File: src/hw/rtl/swml_pkg.sv
`timescale 1ns / 1ps
// ----------------------------------------------------------------------------
// swml_pkg
// Shared widths of the stream words of the sliding window minimum block.
// ----------------------------------------------------------------------------
package swml_pkg;

  // Packed value field and lane count field of one word.
  localparam int unsigned FIELD_W = 64;
  localparam int unsigned CNT_W   = 3;
  // Fields packed from bit 0 and padded to whole bytes.
  localparam int unsigned TDATA_W = ((FIELD_W + CNT_W + 7) / 8) * 8;

endpackage

File: src/hw/rtl/swml_win_cell.sv
`timescale 1ns / 1ps
// ----------------------------------------------------------------------------
// swml_win_cell
// One window entry. On a shift by k entries it loads candidate k, which is
// either a new lane value or the entry k places newer in the chain.
// ----------------------------------------------------------------------------
module swml_win_cell #(
  parameter int unsigned VALUE_BITS = 16,
  parameter int unsigned LANES      = 4
) (
  input  logic                              clk,
  input  logic                              shift,
  input  logic [$clog2(LANES + 1) - 1:0]    amount,
  input  logic [VALUE_BITS - 1:0]           cand [1:LANES],
  output logic [VALUE_BITS - 1:0]           value
);

  always_ff @(posedge clk) begin
    if (shift && amount != '0) begin
      value <= cand[amount];
    end
  end

endmodule

File: src/hw/rtl/swml_min_cell.sv
`timescale 1ns / 1ps
// ----------------------------------------------------------------------------
// swml_min_cell
// Registered unsigned minimum of a value and its neighbor in the row below.
// ----------------------------------------------------------------------------
module swml_min_cell #(
  parameter int unsigned VALUE_BITS = 16
) (
  input  logic                    clk,
  input  logic                    en,
  input  logic [VALUE_BITS - 1:0] a,
  input  logic [VALUE_BITS - 1:0] b,
  output logic [VALUE_BITS - 1:0] q
);

  always_ff @(posedge clk) begin
    if (en) begin
      q <= (b < a) ? b : a;
    end
  end

endmodule

File: src/hw/rtl/sliding_window_minimum_lanes.sv
`timescale 1ns / 1ps
// ----------------------------------------------------------------------------
// sliding_window_minimum_lanes
// Sliding window minimum over a lane-packed stream, built from a shifting
// chain of window cells and rows of registered minimum cells.
// ----------------------------------------------------------------------------
//  channel  | direction | tdata fields (low bit first)
//  s_*      | in        | packed_smers[63:0], lane_count[66:64], zero pad
//  m_*      | out       | packed_minima[63:0], minima_count[66:64], zero pad
//
// One word is taken per cycle while s_tready is high. A word that yields a
// result passes the row 0 register, then T = floor(log2(WINDOW_SIZE)) rows
// of minimum cells that widen the covered span by doubling, then the m_*
// output register. Words that yield no result leave the pipeline at once.
// rst clears the valid bits and the arrival count, not the window cells. A
// stall on m_tready backs up only as far as the pipeline has no free stage.
// ----------------------------------------------------------------------------
module sliding_window_minimum_lanes #(
  parameter int unsigned WINDOW_SIZE = 8,
  parameter int unsigned VALUE_BITS  = 16,
  parameter int unsigned LANES       = 4
) (
  input  logic                          clk,
  input  logic                          rst,
  input  logic                          s_tvalid,
  output logic                          s_tready,
  // packed_smers[63:0], lane_count[66:64]
  input  logic [swml_pkg::TDATA_W-1:0]  s_tdata,
  output logic                          m_tvalid,
  input  logic                          m_tready,
  // packed_minima[63:0], minima_count[66:64]
  output logic [swml_pkg::TDATA_W-1:0]  m_tdata
);

  import swml_pkg::*;

  localparam int unsigned VB   = VALUE_BITS;
  localparam int unsigned W    = WINDOW_SIZE;
  localparam int unsigned N    = W + LANES - 1;
  localparam int unsigned T    = $clog2(W + 1) - 1;
  localparam int unsigned OFF  = W - (1 << T);
  localparam int unsigned LW   = $clog2(LANES + 1);
  localparam int unsigned AW   = $clog2(W + 1);
  localparam int unsigned SW   = AW + LW;
  localparam int unsigned LIW  = (LANES > 1) ? $clog2(LANES) : 1;
  localparam int unsigned PW   = LANES * VB;

  // Input word fields and lane values.
  logic [FIELD_W-1:0]      in_vals;
  logic [CNT_W-1:0]        in_cnt;
  logic [PW+FIELD_W-1:0]   in_ext;
  logic [VB-1:0]           lane_val [0:LANES-1];
  logic [LW-1:0]           k;
  logic                    in_end;
  logic                    accept;

  // Arrival count and per-word bookkeeping.
  logic [AW-1:0]           arrivals;
  logic [SW-1:0]           arr_sum;
  logic [SW-1:0]           first_lane;
  logic [SW-1:0]           num_min;

  // Window chain, newest entry in cell 0.
  logic [VB-1:0]           win  [0:W-1];
  logic [VB-1:0]           cand [0:W-1][1:LANES];

  // Pipeline rows and sideband.
  logic [VB-1:0]           snap [0:N-1];
  logic [VB-1:0]           lvl  [0:T][0:N-1];
  logic                    vld  [0:T];
  logic                    endf [0:T];
  logic [SW-1:0]           fst  [0:T];
  logic [LW-1:0]           oc   [0:T];
  logic                    take [0:T+1];

  logic [VB-1:0]           mins [0:LANES-1];
  logic [PW+FIELD_W-1:0]   pk;
  logic [SW-1:0]           sel;

  assign in_vals = s_tdata[FIELD_W-1:0];
  assign in_cnt  = s_tdata[FIELD_W +: CNT_W];
  assign in_ext  = (PW + FIELD_W)'(in_vals);
  assign in_end  = (in_cnt == '0);

  always_comb begin
    if (int'(in_cnt) > int'(LANES)) begin
      k = LW'(LANES);
    end else begin
      k = LW'(in_cnt);
    end
  end

  for (genvar i = 0; i < LANES; i++) begin : g_lane
    assign lane_val[i] = in_ext[i*VB +: VB];
  end

  // Lane i of a word sees a full window once arrivals + i + 1 reaches W.
  always_comb begin
    arr_sum = SW'(arrivals) + SW'(k);
    if (int'(arrivals) >= int'(W) - 1) begin
      first_lane = '0;
    end else begin
      first_lane = SW'(W - 1) - SW'(arrivals);
    end
    if (SW'(k) > first_lane) begin
      num_min = SW'(k) - first_lane;
    end else begin
      num_min = '0;
    end
  end

  // Ready chain: a stage takes a new word when empty or when it moves on.
  assign take[T+1] = !m_tvalid || m_tready;
  for (genvar s = 0; s <= T; s++) begin : g_take
    assign take[s] = !vld[s] || take[s+1];
  end
  assign s_tready = take[0];
  assign accept   = s_tvalid && s_tready;

  always_ff @(posedge clk) begin
    if (rst) begin
      arrivals <= '0;
    end else if (accept) begin
      if (in_end) begin
        arrivals <= '0;
      end else if (int'(arr_sum) >= int'(W)) begin
        arrivals <= AW'(W);
      end else begin
        arrivals <= AW'(arr_sum);
      end
    end
  end

  // Window chain. Cell j takes a new lane value when it falls within the
  // shift, otherwise the entry k places newer.
  for (genvar j = 0; j < W; j++) begin : g_win
    for (genvar m = 1; m <= LANES; m++) begin : g_cand
      if (j < m) begin : g_new
        assign cand[j][m] = lane_val[m-1-j];
      end else begin : g_old
        assign cand[j][m] = win[j-m];
      end
    end
    swml_win_cell #(
      .VALUE_BITS (VB),
      .LANES      (LANES)
    ) u_cell (
      .clk    (clk),
      .shift  (accept && !in_end),
      .amount (k),
      .cand   (cand[j]),
      .value  (win[j])
    );
  end

  // Row 0: the W-1 newest old entries, oldest first, then the new lanes.
  // Lane i's window is then the span starting at position i.
  always_ff @(posedge clk) begin
    if (take[0]) begin
      for (int p = 0; p < int'(W) - 1; p++) begin
        snap[p] <= win[int'(W) - 2 - p];
      end
      for (int i = 0; i < int'(LANES); i++) begin
        snap[int'(W) - 1 + i] <= lane_val[i];
      end
      endf[0] <= in_end;
      fst[0]  <= first_lane;
      oc[0]   <= LW'(num_min);
    end
  end

  always_ff @(posedge clk) begin
    if (rst) begin
      vld[0] <= 1'b0;
    end else if (take[0]) begin
      vld[0] <= s_tvalid && (in_end || num_min != '0);
    end
  end

  for (genvar p = 0; p < N; p++) begin : g_row0
    assign lvl[0][p] = snap[p];
  end

  // Row t holds the minimum of the 2^t entries starting at each position.
  for (genvar t = 1; t <= T; t++) begin : g_row
    localparam int unsigned H = 1 << (t - 1);
    for (genvar p = 0; p < N; p++) begin : g_pos
      swml_min_cell #(
        .VALUE_BITS (VB)
      ) u_min (
        .clk (clk),
        .en  (take[t]),
        .a   (lvl[t-1][p]),
        .b   ((p + H < N) ? lvl[t-1][(p + H < N) ? p + H : p] : lvl[t-1][p]),
        .q   (lvl[t][p])
      );
    end

    always_ff @(posedge clk) begin
      if (take[t]) begin
        endf[t] <= endf[t-1];
        fst[t]  <= fst[t-1];
        oc[t]   <= oc[t-1];
      end
    end

    always_ff @(posedge clk) begin
      if (rst) begin
        vld[t] <= 1'b0;
      end else if (take[t]) begin
        vld[t] <= vld[t-1];
      end
    end
  end

  // Two overlapping spans of 2^T entries cover a window of W entries.
  for (genvar i = 0; i < LANES; i++) begin : g_mins
    assign mins[i] = (lvl[T][i + OFF] < lvl[T][i]) ? lvl[T][i + OFF] : lvl[T][i];
  end

  // Pack the minima of the emitting lanes densely from lane 0.
  always_comb begin
    pk  = '0;
    sel = '0;
    if (!endf[T]) begin
      for (int o = 0; o < int'(LANES); o++) begin
        sel = fst[T] + SW'(o);
        if (o < int'(oc[T]) && int'(sel) < int'(LANES)) begin
          pk[o*VB +: VB] = mins[sel[LIW-1:0]];
        end
      end
    end
  end

  always_ff @(posedge clk) begin
    if (rst) begin
      m_tvalid <= 1'b0;
    end else if (take[T+1]) begin
      m_tvalid <= vld[T];
    end
  end

  always_ff @(posedge clk) begin
    if (take[T+1]) begin
      m_tdata <= TDATA_W'({(endf[T] ? CNT_W'(0) : CNT_W'(oc[T])), pk[FIELD_W-1:0]});
    end
  end

endmodule
File: config.mk
export PLATFORM = sky130hd
export DESIGN_NAME = sliding_window_minimum_lanes
export DESIGN_NICKNAME = d
export VERILOG_FILES = /design/src/hw/rtl/swml_pkg.sv /design/src/hw/rtl/swml_win_cell.sv /design/src/hw/rtl/swml_min_cell.sv /design/src/hw/rtl/sliding_window_minimum_lanes.sv
export SDC_FILE = /design/constraint.sdc
export NUM_CORES = 2
export LEC_CHECK = 0
export ABC_AREA = 1
export CORE_MARGIN = 3
export CORE_UTILIZATION = 60
export DETAILED_ROUTE_END_ITERATION = 8
export DONT_BUFFER_PORTS = 1
export GPL_TIMING_DRIVEN = 0
export HOLD_SLACK_MARGIN = 0.06
export PLACE_DENSITY = 0.76
export SKIP_CTS_REPAIR_TIMING = 1
export SYNTH_ARGS = -nofsm -noshare
export SYNTH_HDL_FRONTEND = slang
export SYNTH_HIERARCHICAL = 1
export SYNTH_SLANG_ARGS = --single-unit
File: constraint.sdc
create_clock -name clk -period 22 [get_ports clk]
set_clock_uncertainty 0.05 [all_clocks]
set_input_delay 1.1 -clock clk [delete_from_list [all_inputs] [get_ports clk]]
set_output_delay 1.1 -clock clk [all_outputs]
set_load 0.02 [all_outputs]
==> impl_results.md <==
* Yosys warns at 6
* Reg2reg setup slack at 18.26 ns
* Vias in the first global route at 32800
* Post-route minimum period at 3.75 ns
* CP endpoint kind: flop
* Clock root buffer: clkbuf_16
* Worst-path fanout max at 59
* Max_cap viols at 0
* Startpoint Class: input port
* Leakage at 24.4 nW
* Area Overhead vs Synth at 9.34%
* Via count at 34900
* I/O pin count at 150
* # nets final at 5562
* First-pass GRT wire length at 193000 um
* HP Class: flop to flop
* Reg clk slew, reported paths at approximately 0.060 ns
* Die area at 0.0809 mm2
* Vias per Instance at between 5 and 6
* First drt pass iteration count at 6
* Unrepaired setup endpoints after global routing: no
* Psw at around 2.0 mW
* Final setup fails at 0
* Chip width at 285 um
* Cell Area, Placed at 0.0481 mm2
* CTS tree: done
* Ratio of cells with drive above 1 in the final layout at 0.199
* Final Hold Viols at 0
* Required @ worst endpoint at 22.18 ns
* Status: finished, final reports clean
* # clock sinks at about 750
* FF-to-FF path depth at 6
* FFs w/ async S/R, synth at 0
* # DRC at 0
* Synthesized instance count at 5046
* Logic pwr share at 0.324
* Final setup TNS at 0 ns
* Relative max-transition margin at 0.289
* Post-DP HPWL at 97100 um
* Final Non-Filler Cells at 6234
* Antenna viol nets, final at 0
* Unique masters post-synth at 45
* Area of the multi-input gates at a little under 0.02 mm2
* FF+latch area at 0.0224 mm2
* Largest net degree at the start of global routing at 110
* Placed cell count at 6089
* Switch share at 0.359
* Maximum vdd drop at roughly 0.067 mV
* H-tree levels at 3
* Total track usage at 0.313
* # rows at just over 100
* Crit Reg-Reg Startpoint: vld[3]$_DFFE_PP_
* Clock Tree Buf Depth at 3
* Worst skew pair latency at 0.63 ns
* TritonCTS buffer count at about 80
* Worst slew pin tran at about 1.1 ns
* Fill cells at 5962
* CP arrival at 3.94 ns
* Most used DFF post-synth: edfxtp_1
* Post-route cell area at 0.0509 mm2
* Hold path depth at 0
* GR Overflow Total at 0
* Number of DRC markers in iteration 0 at 3981
* Seq pwr share at 0.415
* Starting Density at 0.610
* Critical R2R Capture: g_win[6].u_cell/value[14]$_DFFE_PP_
* Clock power share at 0.260
* Int Power at roughly 3.5 mW
* Sequential area share after synthesis at 0.482
* Port buffer count at 0
* Final period util at 0.171
* Antenna violations before repair at 3
* Wirelength per Cell at 20.4 um
* Mean Syn Cell Area at 9.22 um2
* Commonest cells after routing, fill and taps aside: nand2_1 (959), edfxtp_1 (743), inv_1 (717), nand3_1 (475), nand2_2 (471)
* Core Area at 0.0763 mm2
* Routability congestion estimate at 0.968
* Fmax at 266 MHz
* Hold_sp: oc[0][0]$_DFFE_PN_
* Seq cells post-synth at ~750
* Die height at 285 um
* Post-synth EDFFs at 743
* Critical path class: input port to flop
* Total wire length at 127000 um
* Pwr/cell area at 107 mW/mm2
* Most common cell after layout, fill and taps aside: nand2_1
* Hold Path Sink: oc[1][0]$_DFFE_PP_
* Final Max Tran Viols at 0
* Post-Synthesis Cell Area at approximately 0.047 mm2
==> sequential cells by signal, summed over array words and instances (netlist names) <==
name                 cells
g_row.g_pos.u_min/q    352
snap                   176
g_win.u_cell/value     112
m_tdata                 67
fst                     16
oc                      12
arrivals                 4
endf                     4
vld                      4
m_tvalid                 1
==> cell families after synthesis <==
kind of cell | share of synthesized area
other cells | 0.000161
xor+xnor | 0.000376
fa+ha+maj | 0.0933
flops | 0.482
mux | 0.0105
simple gates | 0.253
compound gates | 0.0646
buf+inv | 0.0965
==> critical path, stage by stage <==
cell and delay (ns):
inv_1 0.05, nand3_4 0.15, nor2_1 0.16, nand3_4 0.61, nand3_1 0.33, inv_1 0.59
a21boi_2 0.92
==> worst max path at each step <==
stage,from,to,slack [ns],cells after the start
after CTS,vld[3]$_DFFE_PP_,g_win[4].u_cell/value[1]$_DFFE_PP_,17.96,6
final,m_tready,g_win[6].u_cell/value[14]$_DFFE_PP_,18.25,7
after global placement,m_tready,g_win[6].u_cell/value[1]$_DFFE_PP_,7.84,7
after detailed placement,m_tready,g_win[4].u_cell/value[1]$_DFFE_PP_,17.35,7
after floorplan,m_tready,g_win[0].u_cell/value[0]$_DFFE_PP_,11.70,7
after global routing,vld[3]$_DFFE_PP_,g_win[6].u_cell/value[15]$_DFFE_PP_,18.02,6
==> synth_stat cells (49+ instances only) <==
cell	instances	area [um2]
edfxtp_1	743	22300
inv_1	720	2700
nand2_1	959	3600
ha_1	344	4300
a21oi_1	380	1900
nand2_2	471	2950
inv_2	59	221
mux2i_1	49	490
o21ai_1	51	255
nand3_1	477	2390
buf_2	81	405
nor2_1	336	1260
==> per-layer routing <==
layer  vias to the layer above  GRT usage  share of wire
li1                      16800          -              -
met5                         -          0        0.00010
met4                         2      0.140          0.055
met2                      1743      0.503           0.45
met1                     15900      0.416           0.40
met3                       443     0.0574          0.091
==> layout make-up <==
type,count,area share
Clock buffer,90,0.0405
Antenna cell,1,0.0000492
Multi-Input combinational cell,3335,0.387
Buffer,188,0.0307
Timing Repair Buffer,8,0.00369
Tap cell,1030,0.0253
Clock inverter,54,0.0142
Sequential cell,748,0.440
Inverter,780,0.0578
==> through the flow <==
step / hold WS, ns / power, mW / worst slack, ns / utilization
final: 0.360 / 5.47 / 18.25 / 0.667
after global routing: 0.377 / 5.79 / 18.02 / 0.667
after CTS: 0.360 / 5.48 / 17.96 / 0.667
after detailed placement: 0.355 / 4.04 / 17.35 / 0.630
after global placement: 0.350 / 3.98 / 7.84 / 0.627
after floorplan: 0.350 / 3.51 / 11.70 / -
==> power by group through the flow <==
| stage | Combinational [mW] | Clock, mW | Sequential (mW) |
|---|---|---|---|
| 2_1_floorplan | 1.40 | 0 | 2.11 |
| 3_3_place_gp | 1.69 | 0 | 2.29 |
| 3_5_place_dp | 1.75 | 0 | 2.29 |
| 4_1_cts | 1.77 | 1.44 | 2.26 |
| 5_1_grt | 2.00 | 1.50 | 2.29 |
| 6_report | 1.77 | 1.42 | 2.27 |
Note: power is estimated with default switching activity, not from simulation.
